**src/sv/drsc_pkg.sv**
```systemverilog
// Shared types and constants for the drum rhythm style classifier.
// Used by the controller, datapath, divider and top level.
package drsc_pkg;

  localparam int CFG_NUM = 6;
  localparam int CFG_IDX_W = 3;
  localparam int COEF_W = 24;
  localparam int BIN_W = 32;
  localparam int NBINS = 16;
  localparam int BIN_AW = 4;
  localparam int ACC_W = 37;
  localparam int DIV_DW = 37;
  localparam int DIV_NW = 53;
  localparam int Q_W = 16;

  localparam logic [2:0] CFG_LOW_FLOOR = 3'd0;
  localparam logic [2:0] CFG_RELEASE = 3'd5;

  localparam logic [COEF_W-1:0] CFG_RESET [CFG_NUM] = '{
    24'd76690, 24'd239830, 24'd326200, 24'd1267700, 24'd8058800, 24'd11647
  };

  localparam logic [15:0] DECAY_Q16 = 16'd57835;
  localparam logic [15:0] TH_SPARSE = 16'd1147;
  localparam logic [15:0] TH_OPEN = 16'd2867;
  localparam logic [15:0] TH_SYNC = 16'd5325;
  localparam logic [15:0] DANCE_SPAN = 16'd819;
  localparam logic [6:0] MIN_BARS = 7'd4;
  localparam logic [6:0] FULL_BARS = 7'd8;
  localparam logic [6:0] MAX_BARS = 7'd64;
  localparam logic [2:0] SWITCH_BARS = 3'd4;

  typedef enum logic [1:0] {
    STYLE_POP = 2'd0,
    STYLE_ROCK = 2'd1,
    STYLE_DANCE = 2'd2,
    STYLE_MARCHA = 2'd3
  } drsc_style_t;

  typedef enum logic [2:0] {
    DIV_EVEN = 3'd0,
    DIV_ALT = 3'd1,
    DIV_OFF = 3'd2,
    DIV_SYNC = 3'd3,
    DIV_MARGIN = 3'd4
  } drsc_div_t;

  typedef enum logic [4:0] {
    S_IDLE, S_CHECK, S_DK_RD, S_DK_MUL, S_DK_WR, S_BARS, S_BRANCH, S_FEW,
    S_OCC, S_DIV_GO, S_DIV_WAIT, S_DECIDE, S_PHASE, S_LP_MUL, S_LP_ADD,
    S_ENV_MUL, S_ENV_ADD, S_BIN_WR
  } drsc_state_t;

  typedef struct packed {
    logic accept;
    logic clr_acc;
    logic dk_rd;
    logic dk_mul;
    logic dk_wr;
    logic bars_upd;
    logic occ_step;
    logic div_start;
    drsc_div_t div_sel;
    logic load_few;
    logic load_dec;
    logic phase_upd;
    logic bin_rd;
    logic lp_mul;
    logic lp_add;
    logic env_mul;
    logic env_add;
    logic bin_wr;
    logic [3:0] idx;
  } drsc_cmd_t;

  typedef struct packed {
    logic wrap;
    logic stable;
    logic bars_ok;
    logic div_done;
    logic out_free;
  } drsc_stat_t;

endpackage

```
**src/sv/drsc_ctrl.sv**
```systemverilog
// Sequencer for the classifier: accept, bar-end sweep, divisions, filtering.
// Depends on drsc_pkg.
module drsc_ctrl
  import drsc_pkg::*;
(
  input  logic       clk,
  input  logic       rst_n,
  input  logic       in_valid,
  output logic       in_stall,
  input  drsc_stat_t stat,
  output drsc_cmd_t  cmd
);

  drsc_state_t state_r, state_nxt;
  logic [3:0]  cnt_r, cnt_nxt;

  always_ff @(posedge clk) begin
    if (!rst_n) begin
      state_r <= S_IDLE;
      cnt_r <= '0;
    end else begin
      state_r <= state_nxt;
      cnt_r <= cnt_nxt;
    end
  end

  always_comb begin
    state_nxt = state_r;
    cnt_nxt = cnt_r;
    cmd = '0;
    cmd.idx = cnt_r;
    cmd.div_sel = DIV_MARGIN;
    in_stall = (state_r != S_IDLE);
    case (state_r)
      S_IDLE: begin
        if (in_valid) begin
          cmd.accept = 1'b1;
          state_nxt = S_CHECK;
        end
      end
      S_CHECK: begin
        cnt_nxt = '0;
        if (stat.wrap) begin
          cmd.clr_acc = 1'b1;
          state_nxt = S_DK_RD;
        end else begin
          state_nxt = S_PHASE;
        end
      end
      S_DK_RD: begin
        cmd.dk_rd = 1'b1;
        state_nxt = S_DK_MUL;
      end
      S_DK_MUL: begin
        cmd.dk_mul = 1'b1;
        state_nxt = S_DK_WR;
      end
      S_DK_WR: begin
        cmd.dk_wr = 1'b1;
        cnt_nxt = cnt_r + 4'd1;
        state_nxt = (cnt_r == 4'd15) ? S_BARS : S_DK_RD;
      end
      S_BARS: begin
        cmd.bars_upd = 1'b1;
        state_nxt = S_BRANCH;
      end
      S_BRANCH: begin
        cnt_nxt = '0;
        state_nxt = stat.bars_ok ? S_OCC : S_FEW;
      end
      S_FEW: begin
        if (stat.out_free) begin
          cmd.load_few = 1'b1;
          state_nxt = S_PHASE;
        end
      end
      S_OCC: begin
        cmd.occ_step = 1'b1;
        cnt_nxt = cnt_r + 4'd1;
        if (cnt_r == 4'd15) begin
          cnt_nxt = '0;
          state_nxt = S_DIV_GO;
        end
      end
      S_DIV_GO: begin
        cmd.div_sel = drsc_div_t'(cnt_r[2:0]);
        cmd.div_start = 1'b1;
        state_nxt = S_DIV_WAIT;
      end
      S_DIV_WAIT: begin
        cmd.div_sel = drsc_div_t'(cnt_r[2:0]);
        if (stat.div_done) begin
          cnt_nxt = cnt_r + 4'd1;
          state_nxt = (cnt_r == 4'(DIV_MARGIN)) ? S_DECIDE : S_DIV_GO;
        end
      end
      S_DECIDE: begin
        if (stat.out_free) begin
          cmd.load_dec = 1'b1;
          state_nxt = S_PHASE;
        end
      end
      S_PHASE: begin
        cmd.phase_upd = 1'b1;
        cnt_nxt = '0;
        state_nxt = stat.stable ? S_LP_MUL : S_IDLE;
      end
      S_LP_MUL: begin
        cmd.lp_mul = 1'b1;
        cmd.bin_rd = 1'b1;
        state_nxt = S_LP_ADD;
      end
      S_LP_ADD: begin
        cmd.lp_add = 1'b1;
        cnt_nxt = cnt_r + 4'd1;
        if (cnt_r == 4'd4) begin
          cnt_nxt = '0;
          state_nxt = S_ENV_MUL;
        end else begin
          state_nxt = S_LP_MUL;
        end
      end
      S_ENV_MUL: begin
        cmd.env_mul = 1'b1;
        state_nxt = S_ENV_ADD;
      end
      S_ENV_ADD: begin
        cmd.env_add = 1'b1;
        cnt_nxt = cnt_r + 4'd1;
        state_nxt = (cnt_r == 4'd2) ? S_BIN_WR : S_ENV_MUL;
      end
      S_BIN_WR: begin
        cmd.bin_wr = 1'b1;
        cnt_nxt = '0;
        state_nxt = S_IDLE;
      end
      default: begin
        state_nxt = S_IDLE;
      end
    endcase
  end

  a_accept_leaves_idle: assert property (@(posedge clk) disable iff (!rst_n)
    cmd.accept |=> (state_r == S_CHECK)) else $error("accept did not start work");

endmodule

```
**config.mk**
```make
export PLATFORM = sky130hd
export DESIGN_NAME = drsc_ctrl
export DESIGN_NICKNAME = d
export VERILOG_FILES = /design/src/sv/drsc_pkg.sv /design/src/sv/drsc_ctrl.sv
export SDC_FILE = /design/constraint.sdc
export NUM_CORES = 1
export LEC_CHECK = 0
export ABC_CLOCK_PERIOD_IN_PS = 2000
export BUFFER_PORTS_ARGS = -buffer_cell sky130_fd_sc_hd__buf_4
export CAP_MARGIN = 5
export CORE_MARGIN = 2
export CORE_UTILIZATION = 40
export DETAILED_ROUTE_END_ITERATION = 10
export GPL_TIMING_DRIVEN = 0
export PLACE_DENSITY = 0.65
export SLEW_MARGIN = 20
export SYNTH_ARGS = -nofsm -noshare
export SYNTH_HDL_FRONTEND = slang
export SYNTH_SLANG_ARGS = --single-unit
```
**constraint.sdc**
```tcl
create_clock -name clk -period 2 [get_ports clk]
set_input_delay 0 -clock clk [delete_from_list [all_inputs] [get_ports clk]]
set_output_delay 0 -clock clk [all_outputs]
set_load 0.01 [all_outputs]
```
# Word level (Yosys, flattened, before mapping)

Index checks and enable logic that the tools add are counted.

Add/subtract/negate cells: 1
Equality and inequality tests: 24
Mux-type cells: 36
Reductions and logical operators: 9

Operator list:

| cell                                                                    | number |
|---|---|
| 5-bit one-hot mux with 16 select lines                                  | 1 |
| 5-bit by 4-bit == test with 1-bit output, second input constant         | 8 |
| 5-bit two-way mux                                                       | 5 |
| 4-bit two-way mux                                                       | 6 |
| 5-bit by 3-bit == test with 1-bit output, second input constant         | 4 |
| 4-bit one-hot mux with 5 select lines                                   | 1 |
| 1-bit two-way mux                                                       | 18 |
| 5-bit by 2-bit == test with 1-bit output, second input constant         | 2 |
| 5-bit == test, second input constant                                    | 2 |
| 5-bit nonzero test                                                      | 2 |
| 2-bit two-way mux                                                       | 3 |
| 3-bit two-way mux                                                       | 2 |
| 2-bit inequality test, second input constant                            | 3 |
| 2-bit OR reduction                                                      | 3 |
| 5-bit by 1-bit == test with 1-bit output, second input constant         | 1 |
| 5-bit logical NOT                                                       | 1 |
| 4-bit by 1-bit adder with 4-bit output, second input constant           | 1 |
| 4-bit by 2-bit == test with 1-bit output, second input constant         | 1 |
| 4-bit by 3-bit == test with 1-bit output, second input constant         | 1 |
| 4-bit == test, second input constant                                    | 1 |
| 4-bit AND reduction                                                     | 1 |
| 4-bit OR reduction                                                      | 1 |
| 2-bit by 1-bit inequality test with 1-bit output, second input constant | 1 |
| 2-bit AND reduction                                                     | 1 |

Register bits after elaboration: 9
Input bits: 8
Output and inout bits: 25
Logic and storage cells: 72

# Logic depth before layout (Yosys ltp)

Word-level depth: 4
Mapped depth: 7
Gate-level depth less buffers: 7

# Worst setup path after synthesis

OpenSTA, ideal clock, no wires.

Kind: register to register
Start point: register cnt_r[1]
End point: register state_r[3]
Setup time: 70 ps
Data arrival time: 1596 ps
Required time: 1930 ps
Slack: 334 ps
Cell stages (with the launch flop): 7
Path buffers: 0
Clock period less this slack: 1666 ps
Path through: dfxtp_1 > ha_1 > nand3_1 > o2111a_1 > a211o_2 > o21bai_1 > a21oi_1

Word-level cells in the longest chain between the ends: 3
Elaborated cells between the ends (all ways): 6
Those cells by class: 3 x eq/ne; 2 x mux; 1 x reduce/logical

RTL lines:

| item                                                                                 | line                              | RTL |
|---|---|---|
| from (decl)                                                                          | drsc_ctrl.sv:15                   | `logic [3:0] cnt_r, cnt_nxt;` |
| from (signal assigned)                                                               | drsc_ctrl.sv:23                   | `cnt_r <= cnt_nxt;` |
| 4-bit by 2-bit == test with 1-bit output / 4-bit == test (equally long branches)     | drsc_ctrl.sv:130, drsc_ctrl.sv:80 |  |
| 5-bit two-way mux / 2-bit inequality test (equally long branches)                    | -                                 |  |
| 5-bit one-hot mux with 16 select lines / 4-bit AND reduction (equally long branches) | -                                 |  |
| to (signal assigned)                                                                 | drsc_ctrl.sv:22                   | `state_r <= state_nxt;` |
| to (decl)                                                                            | drsc_ctrl.sv:14                   | `drsc_state_t state_r, state_nxt;` |

Parallel ways exist; a longest one is shown, timed or not.
A chain may end at the register's enable or synchronous reset.

# Worst setup path in the final report

Ends and elaborated chain as after synthesis.

==> impl_metrics.csv <==
group,metric,value,unit
power_and_ir_drop,intPower,0.0005085,W
route,wire_per_inst,14.82,um
yosys,synth.avg_cell_area,7.332,um2
sta,tns,0,ps
sta,setup_viol,0,
clocking,cts_tree,"done",
sta,finalHoldViolations,0,
worst_setup_path,cp-start-kind,"flip-flop",
job,drv_cap,0,
final_layout,fin_cells,210,
sta,rsz0062_at_grt,"false",
clocking,post_cts_buffers,0,
worst_setup_path,critPathMaxFanout,7,
die,die-area,3047,um2
yosys,ys_ff_latch,9,
final_layout,final_nets,192,
power_and_ir_drop,p_sw,0.0003981,W
yosys,synth_edf_count,0,
power_and_ir_drop,seq_power_share,25.9,%
power_and_ir_drop,cellLeakagePower,0.5981,nW
sta,finalMaxSlewViolations,0,
die,start_util,42.32,%
yosys,ys_async_sr_fraction,0,%
sta,max_clock_freq,534.4,MHz
worst_setup_path,crit_arrival,2050,ps
place,dpl.hpwl,2.435,mm
route,drt_wl_total,3.113,mm
sta,fin_ws,128.9,ps
clocking,clock-root-buffer,"clkbuf_4",
final_layout,final_cell_mix,"buf_4 (33), nor2_1 (17), nand2_1 (8), dfxtp_1 (8), inv_1 (7)",
final_layout,syn_to_final_growth,31.26,%
sta,worstMarginPinSlew,480.0,ps
place,dp_slack,109.6,ps
grt,grt_usage,20.56,%
yosys,synth.yosys.warnings,0,
place,place_congestion,0.8822,
clocking,htree_levels,1,
status,outcome,"finished clean",
route,drc,0,
power_and_ir_drop,p_comb_share,58.7,%
route,vias_per_cell,5.829,
clocking,clockBufferDepth,2,
clocking,cts.clk_slew.worst_paths,50,ps
die,die_h,55.20,um
clocking,clk_latency,260,ps
final_layout,final_layout_size_suffix_gt1_share,31.11,%
grt,antenna_found_initial,0,
sta,relSlewSlack,68.00,%
power_and_ir_drop,p_sw_share,43.91,%
power_and_ir_drop,powerDensity,658.7,nW/um2
sta,period_share,93.56,%
yosys,synth_nets,154,
worst_setup_path,critPathRequiredTime,2180,ps
die,rows,18,
clocking,cts_sinks,9,
yosys,synth.distinct_cells,53,
die,core_area,2477,um2
route,drtIter0Drc,48,
hold_path,hp-class,"input pin to flip-flop",
worst_setup_path,path_class,"flip-flop to flip-flop",
sta,min_period,1871,ps
grt,grt_pass1_wl,5.292,mm
final_layout,diodes,0,
clocking,cts_buffers,3,
final_layout,mostFrequentLayoutCell,"buf_4",
route,num_vias,1224,
worst_setup_path,end_kind,"flip-flop",
grt,grt_pass1_vias,1125,
yosys,synth_area,1049,um2
place,dpl.cell_count,205,
die,ios,33,
die,die_w,55.20,um
sta,hold_slack,143.7,ps
grt,grt_max_degree,11,
route,firstDrtPassIters,4,
route,antenna_left,0,
power_and_ir_drop,vdd_drop_max,0.0004164,V
grt,grt-ovfl-total,0,
yosys,synth_cells,143,
yosys,yosysSeqAreaShare,17.18,%
sta,finClkSkew,9.620,ps
place,port_buffers,32,
yosys,synthFlopType,"dfxtp_1",
power_and_ir_drop,power_frac_clock,15.4,%
-- cell type report --
class / instances / area [um2]
repair buffers: 33 / 250.2
flip-flops and latches: 9 / 181.4
plain buffers: 12 / 72.57
well taps: 30 / 37.54
inverters: 7 / 26.28
clock buffers: 4 / 26.28
fillers: 268 / 1101
multi-input cells: 115 / 782.0
-- power by group through the flow --
stage	sequential, W	clock, W	combinational, W
3_3_place_gp	0.000236	0	0.000516
6_report	0.000235	0.000140	0.000532
3_5_place_dp	0.000237	0	0.000517
4_1_cts	0.000233	0.000147	0.000521
5_1_grt	0.000240	0.000153	0.000588
2_1_floorplan	0.000234	0	0.000359
-- state kept, by name, summed over array words and instances, names as in the netlist --
register	cells
state_r	5
cnt_r	4
-- stage by stage --
stage	total power (W)	util (%)	area, um2
2_1_floorplan	0.0005931	-	1049
3_5_place_dp	0.0007537	53.54	1326
4_1_cts	0.0009006	55.00	1363
3_3_place_gp	0.0007519	53.54	1326
6_report	0.0009066	55.56	1376
5_1_grt	0.0009814	55.56	1376
-- cell families (layout without fill, tap and decap cells) --
| kind of cell | after synthesis | count (layout) | synth area share (%) |
|---|---|---|---|
| compound gates | 36 | 36 | 26.61 |
| xor+xnor | 4 | 4 | 3.342 |
| fa+ha+maj | 3 | 3 | 3.580 |
| buf+inv | 19 | 56 | 9.308 |
| flops | 9 | 9 | 17.18 |
| mux | 1 | 1 | 0.9547 |
| simple gates | 71 | 71 | 39.02 |
-- path summary, 6_finish.rpt --
path	start	to	slack, ps	cells after the start
worst min-delay path	stat[1]	state_r[1]	140	4
worst max-delay path	cnt_r[1]	state_r[3]	130	6
worst max register to register	cnt_r[1]	state_r[3]	130	6
worst min register to register	cnt_r[0]	cnt_r[0]	520	2
-- worst max-delay path: stages, from the launching register on --
cell and delay (ps):
dfxtp_1 440, ha_1 220, nand3_1 200, o2111a_1 310, a211o_2 320, o21bai_1 170, a21oi_1 140
-- synth_stat cells (4+ instances only) --
master | number | area share, %
nand3b_1 | 4 | 2.9
a21oi_1 | 6 | 2.9
o21ai_0 | 4 | 1.9
buf_2 | 6 | 2.9
inv_1 | 7 | 2.5
nor3_1 | 5 | 2.4
nor2_1 | 17 | 6.1
nand2_1 | 8 | 2.9
nand2b_1 | 5 | 3.0
dfxtp_1 | 9 | 17
and3_1 | 5 | 3.0
-- per-layer routing --
metal	track usage, %	wire length (um)	vias up
li1	-	-	600
met3	1.639	218	5
met4	8.014	51	0
met2	33.33	1492	57
met5	0	0	-
met1	28.20	1351	562
-- what timing repair did --
action                     CTS  global route
gates resized for setup      0             4
hold buffers                 1             0
hold endpoints to repair     1             0
setup endpoints to repair    0             4
Power figures use the tool's default switching activity.
